<file path="src/hw/rtl/ddo_pkg.sv">
`timescale 1ns / 1ps
// ----------------------------------------------------------------------------
// ddo_pkg
// types and constants shared by the odometry block
// ----------------------------------------------------------------------------
package ddo_pkg;

  typedef struct packed {
    logic               func;
    logic signed [15:0] left_pulses;
    logic signed [15:0] right_pulses;
    logic signed [47:0] load_x;
    logic signed [47:0] load_y;
    logic [31:0]        load_heading;
  } ddo_in_t;

  typedef struct packed {
    logic signed [47:0] pose_x;
    logic signed [47:0] pose_y;
    logic [31:0]        pose_heading;
  } ddo_out_t;

  typedef enum logic [2:0] {
    ST_IDLE,
    ST_MULD,
    ST_MULA,
    ST_ANGLE,
    ST_CORDIC,
    ST_MULT,
    ST_POSE,
    ST_DONE
  } ddo_state_t;

  localparam logic FUNC_UPDATE = 1'b0;
  localparam logic FUNC_LOAD   = 1'b1;

  localparam logic [0:0] CFG_MM_PER_PULSE = 1'b0;
  localparam logic [0:0] CFG_ANGLE_PER_MM = 1'b1;

  localparam logic signed [33:0] CORDIC_GAIN = 34'sd652032874;

  function automatic logic [31:0] atan_bau(input logic [4:0] i);
    case (i)
      5'd0: atan_bau = 32'd536870912;
      5'd1: atan_bau = 32'd316933406;
      5'd2: atan_bau = 32'd167458907;
      5'd3: atan_bau = 32'd85004756;
      5'd4: atan_bau = 32'd42667331;
      5'd5: atan_bau = 32'd21354465;
      5'd6: atan_bau = 32'd10679838;
      5'd7: atan_bau = 32'd5340245;
      5'd8: atan_bau = 32'd2670163;
      5'd9: atan_bau = 32'd1335087;
      5'd10: atan_bau = 32'd667544;
      5'd11: atan_bau = 32'd333772;
      5'd12: atan_bau = 32'd166886;
      5'd13: atan_bau = 32'd83443;
      5'd14: atan_bau = 32'd41722;
      5'd15: atan_bau = 32'd20861;
      5'd16: atan_bau = 32'd10430;
      5'd17: atan_bau = 32'd5215;
      5'd18: atan_bau = 32'd2608;
      5'd19: atan_bau = 32'd1304;
      5'd20: atan_bau = 32'd652;
      5'd21: atan_bau = 32'd326;
      5'd22: atan_bau = 32'd163;
      5'd23: atan_bau = 32'd81;
      5'd24: atan_bau = 32'd41;
      5'd25: atan_bau = 32'd20;
      5'd26: atan_bau = 32'd10;
      5'd27: atan_bau = 32'd5;
      5'd28: atan_bau = 32'd3;
      5'd29: atan_bau = 32'd1;
      5'd30: atan_bau = 32'd1;
      default: atan_bau = 32'd0;
    endcase
  endfunction

endpackage

</file>
<file path="src/hw/rtl/differential_drive_odometry.sv">
`timescale 1ns / 1ps
// ----------------------------------------------------------------------------
// differential_drive_odometry
// dead-reckoning pose integrator with a bit-serial arithmetic core
// ----------------------------------------------------------------------------
// sequence: an update beat runs the bit-serial wheel products, the bit-serial
//   heading product, the mid heading, the cordic at one iteration per cycle,
//   the bit-serial travel products and the pose sums, then holds its result;
//   a load beat writes the pose on accept and goes straight to the result
// throughput: one beat in flight, next beat taken the cycle after the result
//   is accepted
// reset: synchronous active-low, pose and config registers clear to zero
// ----------------------------------------------------------------------------
module differential_drive_odometry
  import ddo_pkg::*;
#(
  parameter int CORDIC_STEPS = 24
) (
  input  logic        clk,
  input  logic        rst_n,
  input  logic        in_valid,
  output logic        in_ready,
  input  ddo_in_t     in_data,
  output logic        out_valid,
  input  logic        out_ready,
  output ddo_out_t    out_data,
  input  logic        cfg_valid,
  output logic        cfg_ready,
  input  logic [0:0]  cfg_index,
  input  logic [31:0] cfg_data
);

  localparam logic [5:0] LAST_IT = 6'(CORDIC_STEPS - 1);

  ddo_state_t state_r, state_nxt;
  logic [5:0] cnt_r, cnt_nxt;

  logic [31:0] mpp_r, apm_r;
  logic [47:0] px_r, py_r;
  logic [31:0] hd_r;

  // wheel products: {partial sum, multiplier bits}, shifted right once per cycle
  logic [16:0] psum_r;   // l + r
  logic [16:0] pdif_r;   // r - l
  logic [49:0] ms_r;     // sum * mm_per_pulse
  logic [49:0] md_r;     // diff * mm_per_pulse
  logic [39:0] travel_r; // q.16 mm

  // diff (q.24) * angle_per_mm, same serial scheme
  logic [48:0] dq_r;
  logic [81:0] ma_r;
  logic [31:0] dth_r;

  // cordic
  logic signed [33:0] cx_r, cy_r;
  logic signed [32:0] cz_r;

  // travel * sin and travel * cos, multiplier is the signed trig value
  logic [40:0] tm_r;     // travel, negated when the angle was folded
  logic [75:0] mx_r, my_r;

  // helpers for the serial datapath
  logic [17:0]        hs_sum, hd_sum;
  logic [49:0]        ms_nxt, md_nxt;
  logic [49:0]        ha_sum;
  logic [81:0]        ma_nxt;
  logic [31:0]        mid;
  logic               flip;
  logic [31:0]        ang;
  logic signed [33:0] sh_x, sh_y;
  logic [31:0]        atv;
  logic signed [33:0] cx_nxt, cy_nxt;
  logic signed [32:0] cz_nxt;
  logic [41:0]        tm_ext, tm_add;
  logic [41:0]        hx_sum, hy_sum;
  logic [75:0]        mx_nxt, my_nxt;
  logic [47:0]        dx_mag, dy_w;

  assign out_data  = {px_r, py_r, hd_r};
  assign cfg_ready = 1'b1;

  always_ff @(posedge clk) begin
    if (!rst_n) begin
      state_r <= ST_IDLE;
      cnt_r   <= '0;
    end else begin
      state_r <= state_nxt;
      cnt_r   <= cnt_nxt;
    end
  end

  always_comb begin
    state_nxt = state_r;
    cnt_nxt   = cnt_r + 6'd1;
    in_ready  = 1'b0;
    out_valid = 1'b0;
    unique case (state_r)
      ST_IDLE: begin
        in_ready = 1'b1;
        cnt_nxt  = '0;
        if (in_valid) begin
          state_nxt = (in_data.func == FUNC_LOAD) ? ST_DONE : ST_MULD;
        end
      end
      ST_MULD: begin
        if (cnt_r == 6'd31) begin
          state_nxt = ST_MULA;
          cnt_nxt   = '0;
        end
      end
      ST_MULA: begin
        if (cnt_r == 6'd31) begin
          state_nxt = ST_ANGLE;
        end
      end
      ST_ANGLE: begin
        state_nxt = ST_CORDIC;
        cnt_nxt   = '0;
      end
      ST_CORDIC: begin
        if (cnt_r == LAST_IT) begin
          state_nxt = ST_MULT;
          cnt_nxt   = '0;
        end
      end
      ST_MULT: begin
        if (cnt_r == 6'd33) begin
          state_nxt = ST_POSE;
        end
      end
      ST_POSE: begin
        state_nxt = ST_DONE;
      end
      ST_DONE: begin
        out_valid = 1'b1;
        if (out_ready) begin
          state_nxt = ST_IDLE;
        end
      end
      default: state_nxt = ST_IDLE;
    endcase
  end

  always_comb begin
    // one multiplier bit per cycle, partial sum shifts right arithmetically
    hs_sum = ms_r[49:32] + (ms_r[0] ? {psum_r[16], psum_r} : 18'd0);
    hd_sum = md_r[49:32] + (md_r[0] ? {pdif_r[16], pdif_r} : 18'd0);
    ms_nxt = {hs_sum[17], hs_sum, ms_r[31:1]};
    md_nxt = {hd_sum[17], hd_sum, md_r[31:1]};
    ha_sum = ma_r[81:32] + (ma_r[0] ? {dq_r[48], dq_r} : 50'd0);
    ma_nxt = {ha_sum[49], ha_sum, ma_r[31:1]};
    // mid-step heading, folded into the right half-plane for the cordic
    mid  = hd_r + ma_r[72:41];
    flip = mid[31] ^ mid[30];
    ang  = {mid[31] ^ flip, mid[30:0]};
    sh_x = cx_r >>> cnt_r;
    sh_y = cy_r >>> cnt_r;
    atv  = atan_bau(cnt_r[4:0]);
    if (!cz_r[32]) begin
      cx_nxt = cx_r - sh_y;
      cy_nxt = cy_r + sh_x;
      cz_nxt = cz_r - {1'b0, atv};
    end else begin
      cx_nxt = cx_r + sh_y;
      cy_nxt = cy_r - sh_x;
      cz_nxt = cz_r + {1'b0, atv};
    end
    // top trig bit has negative weight
    tm_ext = {tm_r[40], tm_r};
    tm_add = (cnt_r == 6'd33) ? (42'd0 - tm_ext) : tm_ext;
    hx_sum = mx_r[75:34] + (mx_r[0] ? tm_add : 42'd0);
    hy_sum = my_r[75:34] + (my_r[0] ? tm_add : 42'd0);
    mx_nxt = {hx_sum[41], hx_sum, mx_r[33:1]};
    my_nxt = {hy_sum[41], hy_sum, my_r[33:1]};
    // floor(product / 2^30) in q.16 mm
    dx_mag = {{2{mx_r[75]}}, mx_r[75:30]};
    dy_w   = {{2{my_r[75]}}, my_r[75:30]};
  end

  // config and pose registers
  always_ff @(posedge clk) begin
    if (!rst_n) begin
      mpp_r <= '0;
      apm_r <= '0;
      px_r  <= '0;
      py_r  <= '0;
      hd_r  <= '0;
    end else begin
      if (cfg_valid && cfg_ready) begin
        unique case (cfg_index)
          CFG_MM_PER_PULSE: mpp_r <= cfg_data;
          CFG_ANGLE_PER_MM: apm_r <= cfg_data;
          default: ;
        endcase
      end
      if (state_r == ST_IDLE && in_valid && in_data.func == FUNC_LOAD) begin
        px_r <= in_data.load_x;
        py_r <= in_data.load_y;
        hd_r <= in_data.load_heading;
      end else if (state_r == ST_POSE) begin
        // x moves by -sin, y by cos
        px_r <= px_r - dx_mag;
        py_r <= py_r + dy_w;
        hd_r <= hd_r + dth_r;
      end
    end
  end

  // serial datapath
  always_ff @(posedge clk) begin
    unique case (state_r)
      ST_IDLE: begin
        psum_r <= {in_data.left_pulses[15], in_data.left_pulses}
                + {in_data.right_pulses[15], in_data.right_pulses};
        pdif_r <= {in_data.right_pulses[15], in_data.right_pulses}
                - {in_data.left_pulses[15], in_data.left_pulses};
        ms_r   <= {18'd0, mpp_r};
        md_r   <= {18'd0, mpp_r};
      end
      ST_MULD: begin
        ms_r <= ms_nxt;
        md_r <= md_nxt;
        if (cnt_r == 6'd31) begin
          travel_r <= ms_nxt[48:9];
          dq_r     <= md_nxt[48:0];
          ma_r     <= {50'd0, apm_r};
        end
      end
      ST_MULA: begin
        ma_r <= ma_nxt;
      end
      ST_ANGLE: begin
        cx_r  <= CORDIC_GAIN;
        cy_r  <= '0;
        cz_r  <= {ang[31], ang};
        tm_r  <= flip ? (41'd0 - {travel_r[39], travel_r}) : {travel_r[39], travel_r};
        dth_r <= ma_r[71:40];
      end
      ST_CORDIC: begin
        cx_r <= cx_nxt;
        cy_r <= cy_nxt;
        cz_r <= cz_nxt;
        // last load holds the final sine and cosine
        mx_r <= {42'd0, cy_nxt};
        my_r <= {42'd0, cx_nxt};
      end
      ST_MULT: begin
        mx_r <= mx_nxt;
        my_r <= my_nxt;
      end
      default: ;
    endcase
  end

endmodule

</file>
<file path="config.mk">
export PLATFORM = sky130hd
export DESIGN_NAME = differential_drive_odometry
export DESIGN_NICKNAME = d
export VERILOG_FILES = /design/src/hw/rtl/ddo_pkg.sv /design/src/hw/rtl/differential_drive_odometry.sv
export SDC_FILE = /design/constraint.sdc
export NUM_CORES = 2
export LEC_CHECK = 0
export BUFFER_PORTS_ARGS = -buffer_cell sky130_fd_sc_hd__buf_2
export CAP_MARGIN = 15
export CORE_UTILIZATION = 65
export CTS_CLUSTER_DIAMETER = 100
export DETAILED_ROUTE_END_ITERATION = 7
export HOLD_SLACK_MARGIN = 0.15
export PLACE_DENSITY = 0.88
export SETUP_SLACK_MARGIN = 0.4
export SKIP_CTS_REPAIR_TIMING = 1
export SLEW_MARGIN = 10
export SYNTH_ARGS = -nofsm -noshare
export SYNTH_HDL_FRONTEND = slang
export SYNTH_SLANG_ARGS = --single-unit
export TNS_END_PERCENT = 100
</file>
<file path="constraint.sdc">
create_clock -name clk -period 19.5 [get_ports clk]
set_input_delay 3.9 -clock clk [delete_from_list [all_inputs] [get_ports clk]]
set_output_delay 3.9 -clock clk [all_outputs]
set_load 0.01 [all_outputs]
</file>
==> results.cfg <==
[synth]
synth_nets = 7445
ys_types = 99
synth_seq_area_share = 0.382
synth_most_common_cell = nand2_1
synthesis.instances = 6767
avgSynthCellArea_sq_um = 9.05
yosysTopAreaCellShare = 0.307
syn_area_sq_mm = 0.0612
yosys-top-cells-count = 921 x nand2_1, 625 x edfxtp_1, 618 x a21oi_1, 595 x nor2_1, 465 x ha_1
synth_top_area_cell = edfxtp_1
synth-edff-count = 625
synth_flop_cell = edfxtp_1
ys_async_sr_fraction = 0
yosysWarnings = 0
synth.area.top_cells = edfxtp_1 31%, ha_1 9.5%, dfxtp_1 7.6%
ys_ff_latch = 856

[global_routing]
antenna_found_initial = 3
grt_pass1_vias = 50700
gr-usage-all-layers = 0.374
grt_max_degree = 114
grt_pass1_wl_um = 280000
gr-total-overflow = 0

[setup_path]
critPathRequiredTime_ps = 19870
r2r_start = cnt_r[0]
reg2regPathDepth = 22
end_kind = flop
setup.worst_path.start_class = flop
arrival_ps = 8330
ff2ff_setup_slack_ps = 11540
path_class = flop to flop
cp_max_fo = 55
r2r_end = my_r[32]

[power_and_ir_drop]
peakVddDrop_mv = 0.0933
power_frac_comb = 0.564
power_density_mw_per_mm2 = 173
intPower_mw = 6.44
p_sw_frac = 0.444
p_clk_frac = 0.157
p_leak_nw = 28.2
sequentialPowerShare = 0.279
p_sw_mw = 5.15

[run_status]
violations = design-rule violations
status = complete, but fails checks

[worst_hold_path]
min_from = md_r[5]
hold_depth = 0
min_path_type = flop to flop
worstHoldEndpoint = dq_r[4]

[floorplan]
num_rows = 112
die_area_sq_mm = 0.0954
coreArea_sq_mm = 0.0933
ios = 330
initial_core_util = 0.656
die_w_um = 309
dieHeight_um = 309

[placed_design]
io_buffers = 328
pre_cts_ws_ps = 11740
place_inst = 8115
placed_cell_area_sq_mm = 0.0638
hpwl_um = 133000
routabilityCongestion = 1.01

[timing]
final-hold-violation-count = 0
fin_crit_ps = 7960
tns_ps = 0
fmax_ghz = 0.126
setup_slack_ps = 11540
rsz0062_at_grt = no
fin_crit_sh = 0.408
finalSetupViolCount = 0
slew_headroom = 0.161
worst_pin_slew_ps = 1250
clock_skew_ps = 61.0
maxSlewViolCount = 0

[detailed_routing]
ant_nets = 0
drt_iter0_drc = 5582
drc_errors = 2
drt-total-wl_um = 183000
avgViaCountPerCell = 6.45
via_count = 53500
wl_per_cell_um = 22.0
dr.pass1.iters = 8

[finish]
final_cell_area_sq_mm = 0.0670
postLayoutCoreUtil = 0.717
area_growth_pct = 9.38
layout-drive-gt1-share = 0.0999
instances_no_fill = 8290
ff_latch_area_sq_mm = 0.0234
fillers = 6998
multiInputGateArea_sq_mm = 0.0358
final_nets = 7634

[clock_tree]
cts_made_buffers = 91
clk_root_buffer_cell = clkbuf_16
cts.sink_count = 856
cts_tree = done
clockBufferDepth = 3
clk_pin_slew_ps = 60
clock_latency_ps = 720
htree_levels = 3

[run]
maxCapViolations = 0
## worst max path at each step
stage          startpoint  endpoint  slack (ps)
2_1_floorplan  state_r[1]   ma_r[0]        7130
3_3_place_gp     cnt_r[0]  my_r[32]       11750
3_5_place_dp     cnt_r[0]  my_r[32]       11740
4_1_cts          cnt_r[0]  my_r[32]       11690
5_1_grt          cnt_r[0]  my_r[32]       10870
6_report         cnt_r[0]  my_r[32]       11540
## sequential cells by signal, indices dropped and copies added, names as in the netlist, 33 cells and up
signal and count:
ma_r 81, mx_r 75, my_r 75, dq_r 49, md_r 49, ms_r 49
px_r 48, py_r 48, tm_r 41, travel_r 40, cx_r 34, cy_r 34
cz_r 33
## power by group through the flow
stage                     clock network, mW  registers [mW]  logic, mW
after floorplan                           0            3.12       4.89
after global placement                    0            3.23       6.13
after detailed placement                  0            3.24       6.32
after CTS                              1.82            3.22       6.41
after global routing                   1.89            3.27       7.15
final                                  1.82            3.23       6.54
## cell usage in the layout (no fill, tap or decap), drive strengths merged, types with 21 or more instances in the layout
cell,Yosys,final
and2,147,147
a221oi,21,21
nand2b,80,80
o21ai,408,408
o21a,50,50
clkbuf,246,133
nor2,595,595
o31ai,36,36
dfxtp,231,231
or3,41,41
mux4,63,63
inv,253,257
a21o,230,230
a21oi,618,618
xor2,219,219
nand4,33,33
a211oi,43,43
ha,465,465
xnor2,316,316
clkinv,1,26
mux2,39,39
mux2i,59,59
nand3,99,99
nor3,109,109
a31oi,73,73
nand2,921,921
edfxtp,625,625
and3,48,48
buf,45,387
nor2b,142,142
a21boi,25,25
o21bai,72,72
o211ai,45,45
a311oi,64,64
## per-layer routing
metal	global-route usage	wire, um
met1	0.484	72400
met2	0.600	82900
met3	0.0632	17000
met4	0.202	10300
met5	0	13
## worst max-delay path, cell delays in order (launching register included)
cell and delay (ps):
dfxtp_4 610, buf_4 760, mux4_1 690, mux4_2 540, a22oi_2 190, o21ai_2 120
inv_1 90, ha_1 220, nor2_1 100, a21oi_1 80, fa_1 460, a21o_1 180
a21oi_1 220, o21bai_1 130, a2111oi_0 610, o41ai_1 270, a211oi_1 560, o21ai_0 280
o41ai_1 570, o21ai_0 240, a221o_1 380, xnor2_1 180, o21ai_0 100
## final cells by class
type,count,area share
multi-input combinational,5366,0.535
sequential,856,0.349
clock buffer,133,0.0386
timing repair buffer,387,0.0315
tap,1254,0.0234
inverter,254,0.0143
clock inverter,38,0.00785
antenna,2,0.0000747
## kinds of logic (layout without fill, tap and decap cells)
logic type / Yosys count / in the layout / share of synthesized area
AOI/OAI and AO/OA: 1875 / 1875 / 0.193
buffers and inverters: 545 / 812 / 0.0350
and+or+nand+nor: 2315 / 2315 / 0.174
muxes: 161 / 161 / 0.0402
xor gates and xnor gates: 535 / 535 / 0.0765
adders and majority gates: 479 / 479 / 0.0996
DFF: 856 / 856 / 0.382
other: 1 / 3 / 0.0000613
## stage by stage
| step | hold WS [ps] | power, mW |
|---|---|---|
| floorplan | 426 | 8.01 |
| global placement | 432 | 9.36 |
| detailed placement | 432 | 9.57 |
| CTS | 451 | 11.5 |
| global route | 459 | 12.3 |
| finish | 451 | 11.6 |
Note: power is estimated with default switching activity, not from simulation.
